--- src/rtl/piso_shift_register_reader_macros.svh ---
// Assertion macros shared by the PISO reader RTL.
// No dependencies; define ASSERT_OFF to compile the checks out.
`ifndef PISO_SHIFT_REGISTER_READER_MACROS_SVH
`define PISO_SHIFT_REGISTER_READER_MACROS_SVH

`ifndef ASSERT_OFF

// Plain property check, disabled while reset is active.
`define PSR_ASSERT(label, clk, rst_n, prop, msg) \
    label: assert property (@(posedge clk) disable iff (!rst_n) (prop)) else $error(msg);

// Same-cycle implication check, disabled while reset is active.
`define PSR_ASSERT_IMPLY(label, clk, rst_n, ante, cons, msg) \
    label: assert property (@(posedge clk) disable iff (!rst_n) (ante) |-> (cons)) \
        else $error(msg);

`else

`define PSR_ASSERT(label, clk, rst_n, prop, msg)
`define PSR_ASSERT_IMPLY(label, clk, rst_n, ante, cons, msg)

`endif

`endif

--- src/rtl/psr_pkg.sv ---
// Package for the PISO shift register reader: register map, field widths,
// the configuration struct and the edge step type. No dependencies.
package psr_pkg;

    // Field widths fixed by the register map and the result channel.
    localparam int CFG_IDX_W  = 3;
    localparam int CFG_DATA_W = 16;
    localparam int TICK_W     = 16;
    localparam int READS_W    = 8;
    localparam int BITCNT_W   = 5;
    localparam int ACC_W      = 16;

    // Register indexes on the configuration channel.
    localparam logic [CFG_IDX_W-1:0] REG_PULSE_WIDTH      = 3'd0;
    localparam logic [CFG_IDX_W-1:0] REG_LOAD_CLOCK_DELAY = 3'd1;
    localparam logic [CFG_IDX_W-1:0] REG_READ_GAP         = 3'd2;
    localparam logic [CFG_IDX_W-1:0] REG_STABLE_READS     = 3'd3;
    localparam logic [CFG_IDX_W-1:0] REG_BIT_COUNT        = 3'd4;
    localparam logic [CFG_IDX_W-1:0] REG_LOAD_ACTIVE      = 3'd5;
    localparam logic [CFG_IDX_W-1:0] REG_CLOCK_ACTIVE     = 3'd6;

    // Register reset values.
    localparam logic [TICK_W-1:0]   RST_PULSE_WIDTH      = 16'd10;
    localparam logic [TICK_W-1:0]   RST_LOAD_CLOCK_DELAY = 16'd0;
    localparam logic [TICK_W-1:0]   RST_READ_GAP         = 16'd1000;
    localparam logic [READS_W-1:0]  RST_STABLE_READS     = 8'd3;
    localparam logic [BITCNT_W-1:0] RST_BIT_COUNT        = 5'd8;
    localparam logic                RST_LOAD_ACTIVE      = 1'b0;
    localparam logic                RST_CLOCK_ACTIVE     = 1'b1;

    // Current configuration as seen by the sequencer.
    typedef struct packed {
        logic [TICK_W-1:0]   pulse_width;
        logic [TICK_W-1:0]   load_clock_delay;
        logic [TICK_W-1:0]   read_gap;
        logic [READS_W-1:0]  stable_reads;
        logic [BITCNT_W-1:0] bit_count;
        logic                load_active_level;
        logic                clock_active_level;
    } psr_cfg_t;

    // Position within a pulse wave.
    typedef enum logic [2:0] {
        STEP_IDLE,
        STEP_FIRST,
        STEP_SECOND,
        STEP_THIRD,
        STEP_FOURTH
    } psr_step_t;

endpackage

--- src/rtl/psr_debounce.sv ---
// Word debouncer: accepts a finished read once it has repeated enough times.
// Depends on psr_pkg.
module psr_debounce import psr_pkg::*;
#(
    parameter int WORD_BITS = 16
)
(
    input  logic                 clk,
    input  logic                 rst_n,
    input  logic                 finish,
    input  logic [WORD_BITS-1:0] word,
    input  logic [READS_W-1:0]   stable_reads,
    output logic [WORD_BITS-1:0] stable_word,
    output logic                 updated
);

    logic [WORD_BITS-1:0] candidate_reg;
    logic [WORD_BITS-1:0] candidate_next;
    logic [READS_W-1:0]   repeat_count_reg;
    logic [READS_W-1:0]   repeat_count_next;
    logic [WORD_BITS-1:0] stable_reg;
    logic [WORD_BITS-1:0] stable_next;

    // A new word restarts the count; enough repeats publish the candidate.
    always_comb
    begin
        candidate_next    = candidate_reg;
        repeat_count_next = repeat_count_reg;
        stable_next       = stable_reg;
        updated           = 1'b0;
        if (finish)
        begin
            if (candidate_reg != word)
            begin
                repeat_count_next = READS_W'(1);
                candidate_next    = word;
            end
            else if (repeat_count_reg < stable_reads)
            begin
                repeat_count_next = repeat_count_reg + READS_W'(1);
            end
            else
            begin
                stable_next       = candidate_reg;
                repeat_count_next = '0;
                updated           = 1'b1;
            end
        end
    end

    // The result register downstream captures the value of this tick.
    assign stable_word = stable_next;

    always_ff @(posedge clk or negedge rst_n)
    begin
        if (!rst_n)
        begin
            candidate_reg    <= '0;
            repeat_count_reg <= '0;
            stable_reg       <= '0;
        end
        else
        begin
            candidate_reg    <= candidate_next;
            repeat_count_reg <= repeat_count_next;
            stable_reg       <= stable_next;
        end
    end

endmodule

--- config.mk ---
export PLATFORM = sky130hd
export DESIGN_NAME = psr_debounce
export DESIGN_NICKNAME = d
export VERILOG_FILES = /design/src/rtl/piso_shift_register_reader_macros.svh /design/src/rtl/psr_pkg.sv /design/src/rtl/psr_debounce.sv
export SDC_FILE = /design/constraint.sdc
export NUM_CORES = 1
export LEC_CHECK = 0
export BUFFER_PORTS_ARGS = -buffer_cell sky130_fd_sc_hd__buf_2
export CAP_MARGIN = 20
export CORE_MARGIN = 3
export CORE_UTILIZATION = 50
export CTS_CLUSTER_SIZE = 28
export DETAILED_ROUTE_END_ITERATION = 8
export GPL_ROUTABILITY_DRIVEN = 0
export GPL_TIMING_DRIVEN = 0
export PLACE_DENSITY = 0.74
export SYNTH_ARGS = -nofsm -noshare
export SYNTH_HDL_FRONTEND = slang
export SYNTH_SLANG_ARGS = --single-unit
--- constraint.sdc ---
create_clock -name clk -period 2.8 [get_ports clk]
set_input_delay 0.56 -clock clk [delete_from_list [all_inputs] [get_ports clk]]
set_output_delay 0.56 -clock clk [all_outputs]
set_load 0.005 [all_outputs]
==> metrics.md <==
| Metric | Value |
|---|---|
| Setup violations, final | `16` |
| Power density over cell area | `just over 400 nW/µm²` |
| CP peak stage delay | `roughly 410 ps` |
| Largest net degree at the start of global routing | `between 40 and 50` |
| Row Count | `22` |
| CP Data Required Time | `~2200 ps` |
| Hold slack | `slightly below 400 ps` |
| Crit-path slowest cell | `dfrtp_1` |
| DRC violations left | `0` |
| Hold Path Class | `primary input to async pin` |
| Critical Setup Path Class | `flop to output port` |
| Num CTS Buffers | `5` |
| Yosys warning total | `0` |
| Gate Count Post-Synth | `160` |
| Endpoints failing hold | `0` |
| Die Ht | `a little over 70 µm` |
| Unrepaired setup endpoints after global routing | `yes` |
| Max Fclk | `around 350 MHz` |
| Share of the synthesized area in the top cell type | `between 40% and 50%` |
| Most used cell, CP | `buf_6` |
| Synth Area in Compound Gates | `7.19%` |
| Die area | `around 5000 µm²` |
| Final Non-Filler Cells | `approximately 270` |
| Mean Syn Cell Area | `roughly 13 µm²` |
| Share of cells above drive strength 1 | `between 50 and 60%` |
| Placed insts | `251` |
| Final wirelength | `roughly 4.5 mm` |
| IO Pins | `44` |
| Crit-path cells | `xor2_1 > nor4_2 > and4_4 > o211ai_4 > buf_6 > mux2_4 > buf_6` |
| Fin area | `about 2700 µm²` |
| Largest family of logic cells by synthesized area | `multiplexers` |
| Slew @ Worst Pin | `slightly below 900 ps` |
| Post-synthesis xor/xnor area fraction | `6.76%` |
| Yosys cell types | `34` |
| Worst setup EP type | `output port` |
| Post-synthesis sequential area ratio | `48.3%` |
| Startpoint Class | `flop` |
| Area delta synth->final | `31.2%` |
| Yosys top cell by area | `dfrtp_1` |
| Initial Util | `54.2%` |
| Worst-path clk slew | `around 80 ps` |
| Level count of the clock H-tree | `2` |
| ANT nets after route | `0` |
| Clock Latency Late Sink | `around 290 ps` |
| Die Wd | `approximately 70 µm` |
| Clk sinks | `40` |
| Prevailing post-synth register cell | `dfrtp_1` |
| WL/cell | `about 17 µm` |
| DP HPWL | `3.04 mm` |
| Asr flop ratio synth | `100%` |
| Max IR drop VDD | `0.312 mV` |
| Mapped Area | `slightly above 2000 µm²` |
| Slew Viols, Final | `0` |
| Post-synthesis adder-cell area fraction | `4.83%` |
| Largest fanout on the critical path | `5` |
| Total track usage | `between 15 and 20%` |
| Period Utilization, post-route | `101%` |
| Fin nets | `roughly 260` |
| First-pass GRT wire length | `7.58 mm` |
| Simple-Gate Fraction of Synth Area | `~9%` |
| Top-count cell post-synth | `dfrtp_1` |
| Vias/cell | `around 5.5` |
| CP top delay family | `simple AND/OR/NAND/NOR gates` |
| Antenna violations before repair | `0` |
| Crit path DAT | `approximately 2300 ps` |
| Post-Syn Nets | `195` |
| Minimum clock period | `between 2000 and 3000 ps` |
| Starting DRT DRC Count | `between 60 and 70` |
| Leak Pwr | `about 1.4 nW` |
| Post-synth EDFFs | `0` |
| Failing checks | `setup timing` |
| Proportion of synthesized area in mux cells | `21.0%` |
| CTS root buf | `clkbuf_8` |
| CTS tree | `done` |
| Max-cap violations | `0` |
| Placed cell area | `around 2300 µm²` |
| Relative slew margins | `about 41%` |
| Via count | `roughly 1500` |
| Core Region | `roughly 3800 µm²` |
| Total gr overflow | `0` |
| Clock Skew | `6.59 ps` |
| Synthesized flop and latch total | `40` |
| Setup Total Neg Slack | `-297 ps` |
| Status | `finished with violations` |
| Vias in the first global route | `~1600` |
| Top cells by area, synth | `dfrtp_1 (48%), mux2_2 (13%), xor2_1 (6.8%), mux2_4 (6.5%), ha_1 (4.8%)` |
| Buffers on Ports | `43` |
| Final setup margin | `-31.7 ps` |
| Drt pass-1 iters | `4` |
| Antenna diodes | `0` |
| Commonest cells post-synth | `dfrtp_1 (40), mux2_2 (24), xor2_1 (16)` |
| Buf/Inv on CP | `2` |
| Max clock buf depth | `2` |
-- cell families after synthesis --
logic type | after synthesis
AND/OR/NAND/NOR | 28
AO/OA/AOI/OAI | 19
flip-flops | 40
multiplexers | 36
XOR/XNOR | 16
adder cells (fa/ha/maj) | 8
buffers and inverters | 13
-- repair_timing --
item	4_1_cts	5_1_grt
cloned	1	0
pin swaps	4	6
setup endpoints to repair	17	16
setup buffers	8	6
gates resized for setup	28	15
endpoints found under the hold margin	0	0
hold buffers	0	0
-- per-layer routing --
metal / track usage (%) / routed length, µm / share of wire, % / up-vias
li1: - / - / - / 699
met1: 23.6 / 1820 / 40 / 726
met2: 34.8 / 2340 / 52 / 49
met3: 4.03 / 270 / 6.0 / 9
met4: 7.45 / 61 / 1.4 / 0
met5: 0 / 0 / 0 / -
-- layout by cell type, fill, tap and decap left out, types with 3 or more instances in the layout --
cell,n
clkbuf_8,5
inv_1,8
buf_6,20
buf_2,27
xor2_1,16
mux2_2,17
nand3_1,3
buf_4,11
o2bb2ai_1,4
or3_1,3
ha_1,6
nor2_1,5
mux2_4,16
dfrtp_1,39
nor4_2,3
mux2i_1,3
nand2_1,4
-- area by class of cell --
class	count	area, µm²
sequential	40	1000
buffer	3	15.0
inverter	9	33.8
clock inverter	2	12.5
tap	48	60.1
fill	253	1110
clock buffer	5	68.8
multi-input combinational	107	1090
timing repair buffer	57	435
-- worst reg2reg max path, delay by kind of cell (launching register included) --
kind,cells,cell delay [ps]
xor+xnor,1,170
buf+inv,2,410
flops,1,410
mux,1,360
simple gates,3,770
-- power breakdown --
part	total (mW)	switching [mW]	internal (mW)	leakage [nW]
clock network	0.361	0.192	0.168	0.0400
logic	0.132	0.0686	0.0634	0.804
registers	0.623	0.0226	0.601	0.516
-- stage by stage --
stage               setup slack [ps]  utilization [%]  total power [mW]
floorplan                        119                -             0.704
global placement                -272             61.3             0.748
detailed placement              -296             61.3             0.757
CTS                             -154             69.1              1.12
global route                    -122             71.0              1.17
finish                         -31.7             71.0              1.12
-- final timing paths --
path	cells after the start	slack, ps	startpoint	to
setup / recovery	7	-30	candidate_reg[3]	stable_word[9]
hold / removal	1	390	rst_n	repeat_count_reg[6]
setup reg to reg	7	560	candidate_reg[3]	candidate_reg[14]
hold reg to reg	1	510	stable_reg[8]	stable_reg[8]
max in group asynchronous	1	1810	rst_n	repeat_count_reg[3]
min in group clk	1	510	stable_reg[8]	stable_reg[8]
No activity file was read; power rests on OpenSTA's default activity.
